`src/rtl/scci_pkg.sv`:
```
// Shared types and constants for the serial calendar-clock interface.
package scci_pkg;

    typedef enum logic [1:0] {
        ACT_CMD_WRITE    = 2'd0,
        ACT_STROBE_WRITE = 2'd1,
        ACT_READ         = 2'd2,
        ACT_RESET        = 2'd3
    } t_action;

    typedef struct packed {
        t_action    action;
        logic [7:0] data;
    } t_in_word;

    typedef struct packed {
        logic [7:0] read_data;
        logic [7:0] read_mask;
    } t_out_word;

    localparam logic [3:0] CMD_HOLD      = 4'd0;
    localparam logic [3:0] CMD_SHIFT     = 4'd1;
    localparam logic [3:0] CMD_TIME_SET  = 4'd2;
    localparam logic [3:0] CMD_TIME_READ = 4'd3;

    localparam logic [2:0] CODE_EXTENDED = 3'd7;

    localparam logic [7:0] READ_MASK = 8'h10;

    localparam int unsigned TIME_W  = 48;
    localparam int unsigned SHORT_W = 40;

    localparam int unsigned BIT_DIN    = 3;
    localparam int unsigned BIT_STROBE = 1;
    localparam int unsigned BIT_CLOCK  = 2;
    localparam int unsigned BIT_DOUT   = 4;

endpackage

```
`src/rtl/scci_core.sv`:
```
// Clock chip state and the per-word update logic.
module scci_core
    import scci_pkg::*;
(
    input  logic      i_clk,
    input  logic      i_rst_n,
    input  logic      i_fire,
    input  t_in_word  i_word,
    output t_out_word o_result
);

    logic [7:0]        r_port_prev,   n_port_prev;
    logic [2:0]        r_pend_code,   n_pend_code;
    logic              r_din,         n_din;
    logic              r_ext,         n_ext;
    logic [3:0]        r_active,      n_active;
    logic [3:0]        r_serial_cmd,  n_serial_cmd;
    logic [TIME_W-1:0] r_chain,       n_chain;
    logic              r_hold,        n_hold;
    logic              r_oe,          n_oe;
    logic [TIME_W-1:0] r_stored,      n_stored;

    always_comb begin
        logic [7:0] rise;
        n_port_prev  = r_port_prev;
        n_pend_code  = r_pend_code;
        n_din        = r_din;
        n_ext        = r_ext;
        n_active     = r_active;
        n_serial_cmd = r_serial_cmd;
        n_chain      = r_chain;
        n_hold       = r_hold;
        n_oe         = r_oe;
        n_stored     = r_stored;
        o_result     = '0;
        rise         = (r_port_prev ^ i_word.data) & i_word.data;

        unique case (i_word.action)
            ACT_CMD_WRITE: begin
                n_pend_code = i_word.data[2:0];
                n_din       = i_word.data[BIT_DIN];
            end
            ACT_STROBE_WRITE: begin
                n_port_prev = i_word.data;
                // strobe command first, then the clock shift sees its result
                if (rise[BIT_STROBE]) begin
                    if (r_pend_code == CODE_EXTENDED) begin
                        n_ext    = 1'b1;
                        n_active = r_serial_cmd;
                    end else begin
                        n_ext    = 1'b0;
                        n_active = {1'b0, r_pend_code};
                    end
                    unique case (n_active)
                        CMD_HOLD: begin
                            n_hold = 1'b1;
                            n_oe   = 1'b0;
                        end
                        CMD_SHIFT: begin
                            n_hold = 1'b0;
                            n_oe   = 1'b1;
                        end
                        CMD_TIME_SET: begin
                            if (n_ext) begin
                                n_stored = r_chain;
                            end else begin
                                n_stored[SHORT_W-1:0] = r_chain[SHORT_W-1:0];
                            end
                            n_hold = 1'b1;
                            n_oe   = 1'b1;
                        end
                        CMD_TIME_READ: begin
                            n_chain = r_stored;
                            n_hold  = 1'b1;
                            n_oe    = 1'b0;
                        end
                        default: begin
                        end
                    endcase
                end
                if (rise[BIT_CLOCK]) begin
                    if (n_hold) begin
                        if (n_ext) begin
                            n_serial_cmd = {r_din, r_serial_cmd[3:1]};
                        end
                    end else if (n_ext) begin
                        n_chain      = {r_serial_cmd[0], n_chain[TIME_W-1:1]};
                        n_serial_cmd = {r_din, r_serial_cmd[3:1]};
                    end else begin
                        // year byte stays put in the short chain
                        n_chain[SHORT_W-1:0] = {r_din, n_chain[SHORT_W-1:1]};
                    end
                end
            end
            ACT_READ: begin
                o_result.read_mask = READ_MASK;
                o_result.read_data[BIT_DOUT] = r_oe & r_chain[0];
            end
            ACT_RESET: begin
                n_din        = 1'b0;
                n_oe         = 1'b0;
                n_port_prev  = '0;
                n_ext        = 1'b1;
                n_active     = CMD_HOLD;
                n_serial_cmd = '0;
                n_chain      = '0;
            end
            default: begin
            end
        endcase
    end

    always_ff @(posedge i_clk) begin
        if (!i_rst_n) begin
            r_port_prev  <= '0;
            r_pend_code  <= '0;
            r_din        <= 1'b0;
            r_ext        <= 1'b1;
            r_active     <= '0;
            r_serial_cmd <= '0;
            r_chain      <= '0;
            r_hold       <= 1'b0;
            r_oe         <= 1'b0;
            r_stored     <= '0;
        end else if (i_fire) begin
            r_port_prev  <= n_port_prev;
            r_pend_code  <= n_pend_code;
            r_din        <= n_din;
            r_ext        <= n_ext;
            r_active     <= n_active;
            r_serial_cmd <= n_serial_cmd;
            r_chain      <= n_chain;
            r_hold       <= n_hold;
            r_oe         <= n_oe;
            r_stored     <= n_stored;
        end
    end

endmodule

```
`src/rtl/serial_calendar_clock_interface_top.sv`:
```
// Top level of the serial calendar-clock interface: input and result registers.
//
// Usage:
//   Input channel (i_in_valid / o_in_stall / i_in_word) carries one bus access
//   per word: command/data port write, strobe/clock port write, data-out read,
//   or interface reset. Output channel (o_out_valid / i_out_stall /
//   o_out_word) returns exactly one result word per input word, in order.
//   Non-read accesses return zero data and zero mask; reads return mask 0x10
//   and the data-out bit in bit 4.
//   Path: from input accept the word sits in the input register, and the
//   update logic feeds the result register from it.
//   Throughput: one word per cycle while i_out_stall is low; the single-pass
//   update of the chip state sits between the input and result registers.
//   Stall: while the result register is held by i_out_stall, the input
//   register keeps its word and o_in_stall rises once it is occupied; the
//   chip state only advances when a word moves into the result register.
//   Reset (i_rst_n low, synchronous): both registers empty, all chip state
//   to its power-up values (extended mode set, everything else clear).
module serial_calendar_clock_interface_top
    import scci_pkg::*;
(
    input  logic      i_clk,
    input  logic      i_rst_n,
    input  logic      i_in_valid,
    output logic      o_in_stall,
    input  t_in_word  i_in_word,
    output logic      o_out_valid,
    input  logic      i_out_stall,
    output t_out_word o_out_word
);

    logic      r_in_valid;
    t_in_word  r_in_word;
    logic      r_out_valid;
    t_out_word r_out_word;
    t_out_word result;
    logic      advance;
    logic      fire;

    // result register free or draining this cycle
    assign advance    = !r_out_valid || !i_out_stall;
    assign fire       = r_in_valid && advance;
    assign o_in_stall = r_in_valid && !advance;

    scci_core u_core (
        .i_clk    (i_clk),
        .i_rst_n  (i_rst_n),
        .i_fire   (fire),
        .i_word   (r_in_word),
        .o_result (result)
    );

    always_ff @(posedge i_clk) begin
        if (!i_rst_n) begin
            r_in_valid <= 1'b0;
        end else if (!o_in_stall) begin
            r_in_valid <= i_in_valid;
        end
    end

    always_ff @(posedge i_clk) begin
        if (!o_in_stall && i_in_valid) begin
            r_in_word <= i_in_word;
        end
    end

    always_ff @(posedge i_clk) begin
        if (!i_rst_n) begin
            r_out_valid <= 1'b0;
        end else if (advance) begin
            r_out_valid <= r_in_valid;
        end
    end

    always_ff @(posedge i_clk) begin
        if (fire) begin
            r_out_word <= result;
        end
    end

    assign o_out_valid = r_out_valid;
    assign o_out_word  = r_out_word;

    // only the data-out bit may ever be driven
    a_data_bits : assert property (@(posedge i_clk) disable iff (!i_rst_n)
        o_out_valid |-> ((o_out_word.read_data & ~READ_MASK) == 8'h00))
        else $error("read data outside data-out bit");

    // data present only on reads
    a_data_on_read : assert property (@(posedge i_clk) disable iff (!i_rst_n)
        (o_out_valid && (o_out_word.read_mask == 8'h00)) |-> (o_out_word.read_data == 8'h00))
        else $error("read data on non-read word");

    // a word blocked at the input means one is parked in the input register
    a_stall_holds_word : assert property (@(posedge i_clk) disable iff (!i_rst_n)
        o_in_stall |-> (r_in_valid && r_out_valid && i_out_stall))
        else $error("input stall without a parked word");

    // a result cannot appear without a word having been registered before
    a_out_from_in : assert property (@(posedge i_clk) disable iff (!i_rst_n)
        $rose(o_out_valid) |-> $past(r_in_valid))
        else $error("result without input word");

endmodule

```
`config.mk`:
```
export PLATFORM = sky130hd
export DESIGN_NAME = serial_calendar_clock_interface_top
export DESIGN_NICKNAME = d
export VERILOG_FILES = /design/src/rtl/scci_pkg.sv /design/src/rtl/scci_core.sv /design/src/rtl/serial_calendar_clock_interface_top.sv
export SDC_FILE = /design/constraint.sdc
export NUM_CORES = 1
export LEC_CHECK = 0
export BUFFER_PORTS_ARGS = -buffer_cell sky130_fd_sc_hd__buf_2
export CAP_MARGIN = 20
export CORE_MARGIN = 2
export CORE_UTILIZATION = 30
export CTS_CLUSTER_DIAMETER = 40
export DETAILED_ROUTE_END_ITERATION = 8
export GPL_TIMING_DRIVEN = 0
export PLACE_DENSITY = 0.47
export SKIP_CTS_REPAIR_TIMING = 1
export SLEW_MARGIN = 20
export SYNTH_ARGS = -nofsm -noshare
export SYNTH_HDL_FRONTEND = slang
export SYNTH_SLANG_ARGS = --single-unit
export TNS_END_PERCENT = 20
```
`constraint.sdc`:
```
create_clock -name i_clk -period 4.6 [get_ports i_clk]
set_input_delay 0 -clock i_clk [delete_from_list [all_inputs] [get_ports i_clk]]
set_output_delay 0 -clock i_clk [all_outputs]
set_load 0.1 [all_outputs]
```
# After elaboration in Yosys (flattened, before gate mapping)
# Cells that the tools add are included.
# totals
latch_bits	0
ram_bits	0
wordCells	81
inputBits	14
regBits	127
mem_count	0
romBits	0
# classes
n_bitwise	3
shift	0
mul	0
n_reduce_logical	23
div	0
order_cmp	0
addsub	0
muxes	28
n_eq_ne	11
# op_table
operator	count
$mux W48	4
$pmux W48 S2	1
$mux W40	1
$mux W4	5
$reduce_and A4 Y1	3
$pmux W1 S2	5
$eq A4 B2 Y1 const B	2
$mux W1	8
$mux W8	1
$pmux W4 S2	1
$reduce_and A2 Y1	4
$ne A2 B1 Y1 const B	3
$pmux W3 S2	1
$mux W5	1
$reduce_and A5 Y1	1
$eq A2 B2 Y1 const B	2
$eq A4 B1 Y1 const B	1
$logic_not A1 Y1	4
$logic_not A4 Y1	1
$reduce_bool A2 Y1	2
$reduce_or A2 Y1	2
$and A3 B3 Y3	1
$eq A3 B3 Y1 const B	1
$logic_and A1 B1 Y1	3
7 further kinds	7

# Logic depth before layout (Yosys ltp)
# depth
ltp_word	12
ltp_mapped	9
depth_no_buf	7

# Cells and area by module
# From an unflattened synthesis, not the netlist that was laid out.
# hier_totals
hier_cells	659
area_unflattened_um2	6117.1
# by_module_without_submodules
mod	seq_area_each_um2	cells_each	instances	area_each_um2
scci_core	2182.1	625	1	5252.5
serial_calendar_clock_interface_top	820.8	34	1	864.6

# Least setup slack after synthesis
# Ideal clock, no wire load.
# synth_timing
path_type	reg2reg
from	register r_out_valid, in the netlist o_out_valid
to	register r_in_word[0] in the netlist's numbering, enable pin
required_time_ns	4.275
t_arrival_ns	2.188
setup_slack_ns	2.087
path_buffers	0
stages_incl_launch_ff	3
path_cell_list	dfxtp_1 -> and3_1 -> nor2b_1
# synth_between
elab_chain_cells	6
# synth_lines
element	line	source
start, declared	serial_calendar_clock_interface_top.sv:34	logic r_out_valid;
start signal, assigned	serial_calendar_clock_interface_top.sv:71	r_out_valid <= r_in_valid;
$logic_not A1 Y1	serial_calendar_clock_interface_top.sv:41	assign advance = !r_out_valid || !i_out_stall;
$logic_or A1 B1 Y1	serial_calendar_clock_interface_top.sv:41	
$logic_not A1 Y1	serial_calendar_clock_interface_top.sv:43	assign o_in_stall = r_in_valid && !advance;
$logic_and A1 B1 Y1	serial_calendar_clock_interface_top.sv:43	
via o_in_stall	serial_calendar_clock_interface_top.sv:25	output logic o_in_stall,
$logic_not A1 Y1	serial_calendar_clock_interface_top.sv:62	if (!o_in_stall && i_in_valid) begin
$logic_and A1 B1 Y1	serial_calendar_clock_interface_top.sv:62	
end signal, assigned	serial_calendar_clock_interface_top.sv:63	r_in_word <= i_in_word;
end, declared	serial_calendar_clock_interface_top.sv:33	t_in_word r_in_word;
# The timed path passes the listed nets, and every way through them passes these cells.
# A chain may end at the register's enable or synchronous reset.

# Worst setup path after layout
# layout_timing
from	register r_in_word[9] in the netlist's numbering
to	register u_core.r_chain[26]
# layout_between
elab_chain_cells	3
word_cells_on_any_way	5
classes_between	eq/ne (2); mux (1); reduce/logical (2)
# layout_lines
element	line	source
$eq A2 B2 Y1 / $eq A2 B1 Y1 (equally long branches)	scci_core.sv:38	unique case (i_word.action)
$reduce_bool A2 Y1 (no line)	n/a	
$reduce_and A2 Y1 (no line)	n/a	
end signal, assigned	scci_core.sv:132	r_chain <= n_chain;
end, declared	scci_core.sv:18	logic [TIME_W-1:0] r_chain, n_chain;
# Several ways; a longest one is shown, not always the timed one.

==> flow_summary.ini <==
[clock_tree]
root_buffer = clkbuf_16
clk_latency_ns = 0.41
cts_sinks = 119
path_clk_slew_ns = 0.05
clk_path_buf_depth = 2
cts_made_buffers = 17
cts_tree = done
h-tree-depth = 4

[sta]
fin_crit_ns = 2.53
final_hold_viol_count = 0
rsz0062_at_grt = no
period_share_pct = 54.9
tns_ns = 0
slew-limit-headroom_pct = 54.7
slew_violations = 0
worst_pin_slew_ns = 0.680
clock.fmax_mhz = 396
fin_skew_ns = 0.00905
finalSetupViolCount = 0

[layout]
layout.cells.non_filler = 953
fin_nets = 693
nFillCells = 1988
syn2layout_area_growth_pct = 17.9
final_cell_mix = 111 x dfxtp_1, 58 x nor2b_1, 58 x mux2i_1, 56 x o211ai_1, 40 x nand3_1
layout-drive-gt1-share_pct = 12.5
diodes = 0
layout_commonest_cell = dfxtp_1

[worst_setup_path]
crit_path_end = u_core.r_chain[26]
cpPeakStageDelay_ns = 0.45
crit_fanout = 10
cp.arrival_ns = 2.88
crit_path_top_delay_cell = nor3b_1
crit_type = reg -> reg
path_depth = 8
crit_required_ns = 4.95
path_cells = inv_1 -> ha_1 -> buf_2 -> nand2_1 -> nor3b_1 -> buf_2 -> clkbuf_1 -> a32o_1
cp-startpoint = r_in_word[9]
start_kind = flop
r2r-start = r_in_word[9]
worst-r2r-cell-count = 8
end_kind = flop
cpMostUsedCell = buf_2
critical-path-top-delay-family = buffers and inverters
r2r_slack_ns = 2.07
crit_buf_inv = 4
regToRegEndpoint = u_core.r_chain[26]

[pwr]
leakage_nw = 2.71
pwr-share-seq_pct = 42.7
clockPowerShare_pct = 48.6
p_int_mw = 1.86
power.switching_mw = 0.621
pwr_density_cell_nw_per_um2 = 355
p_comb_share_pct = 8.7
ir_drop_uv = 251
swShare_pct = 25.0

[detailed_routing]
vias_per_cell = 5.18
drt-wirelength-per-cell_um = 16.3
drt_iter0_markers = 330
num_vias = 4933
route.detailed.drc = 0
ant_nets = 0
totalWireLength_mm = 15.6
first_pass_iters = 5

[synthesis]
yosysSeqAreaShare_pct = 41.6
synth-main-ff-cell = dfxtp_1
synth_top_cell_by_area = dfxtp_1
syn_inst = 622
ys_warn_count = 0
synth_top_area_share_pct = 37.5
yosys-top-cells-area = dfxtp_1 38%, mux2i_1 9.8%, o211ai_1 7.1%
async_reset_ff_share_pct = 0
ys_types = 60
synth-seq-cells = 119
syn_area_um2 = 5920
synth-edff-count = 8
syn_avg_cell_area_um2 = 9.51

[grt]
grt_pass1_wl_mm = 25.0
grt_use_total_pct = 15.7
grt_pass1_vias = 4722
grt_max_degree = 17
grt-ovfl-total = 0
antenna_found_initial = 0

[placed_design]
gp_congestion = 0.826
placedCellCount = 913
portBuffers = 13
place_hpwl_mm = 10.5

[floorplanning]
fp.coreArea_um2 = 19400
start_util_pct = 30.5
die_w_um = 144
dieArea_um2 = 20900
die_h_um = 144
io_pins = 32
num_rows = 51

[outcome]
status = finished clean

[run]
cap_violations = 0

[min_path]
hold_path_class = in -> reg
-- tightest hold or removal path: cells and delay by family --
kind	cells	cell delay, ns
AO/OA/AOI/OAI	1	0.14
buffers and inverters	2	0.37
-- how the worst min path moves through the flow --
stage | start | to | depth (start not counted)
finish | i_rst_n | u_core.r_ext | 3
global route | i_rst_n | u_core.r_ext | 3
CTS | i_in_word[9] | r_in_word[9] | 1
detailed placement | i_in_word[9] | r_in_word[9] | 1
global placement | i_in_word[0] | r_in_word[0] | 1
floorplan | i_in_word[0] | r_in_word[0] | 0
-- power groups by stage --
stage / sequential (mW) / combinational, mW / clock, mW
final: 1.06 / 0.215 / 1.21
after global routing: 1.06 / 0.230 / 1.29
after CTS: 1.06 / 0.210 / 1.24
after detailed placement: 1.08 / 0.209 / 0
after global placement: 1.08 / 0.208 / 0
after floorplan: 1.09 / 0.155 / 0
-- per-layer routing --
metal  vias to the layer above  part of all wire, %  routed length (µm)  global-route usage, %
li1                       2384                    -                   -                      -
met1                      2424                   48                7530                   20.7
met2                       104                   47                7260                   24.4
met3                        21                  3.3                 520                   4.01
met4                         0                  1.7                 264                   6.54
met5                         -                    0                   0                      0
-- sequential cells by signal (all words and copies together) (netlist names) --
| name | count |
|---|---|
| u_core.r_stored | 48 |
| u_core.r_oe | 1 |
| u_core.r_din | 1 |
| o_out_valid | 1 |
| u_core.r_serial_cmd | 4 |
| u_core.r_chain | 48 |
| u_core.r_port_prev | 2 |
| u_core.r_hold | 1 |
| r_in_valid | 1 |
| r_in_word | 6 |
| u_core.r_ext | 1 |
| o_out_word | 2 |
| u_core.r_pend_code | 3 |
-- cells by family after synthesis --
kind of cell	share of synthesized area, %
AND/OR/NAND/NOR	16.0
adder cells (fa/ha/maj)	0.846
flip-flops	41.6
other	0.0634
AO/OA/AOI/OAI	22.5
XOR/XNOR	0.148
buffers and inverters	8.14
multiplexers	10.6
-- layout make-up --
class	count	area, µm²	area share, %
multi-input combinational	414	3020	43.3
sequential	119	2460	35.3
clock buffer	20	447	6.40
buffer	64	339	4.86
tap	265	332	4.75
timing repair buffer	21	145	2.08
inverter	38	143	2.04
clock inverter	12	85.1	1.22
-- stage by stage --
stage	total power, mW	cell area [µm²]	setup slack (ns)	hold slack (ns)	utilization, %
after floorplan	1.24	5970	2.09	0.0989	-
after global placement	1.29	6360	1.98	0.180	32.8
after detailed placement	1.29	6360	2.02	0.180	32.8
after CTS	2.50	6900	1.99	-0.260	35.5
after global routing	2.58	6980	1.79	0.179	36.0
final	2.48	6980	2.07	0.151	36.0
-- synth_stat cells, drive strengths merged, types with 6 or more instances --
cell	instances
nand4b	6
dfxtp	111
clkbuf	25
and3	11
inv	38
o221ai	6
nand3	40
buf	39
nor2	9
nor2b	58
o211ai	56
nand2	25
a21boi	16
o21ai	17
edfxtp	8
a21oi	6
a32o	26
mux2i	59
Note: power is estimated with default switching activity, not from simulation.
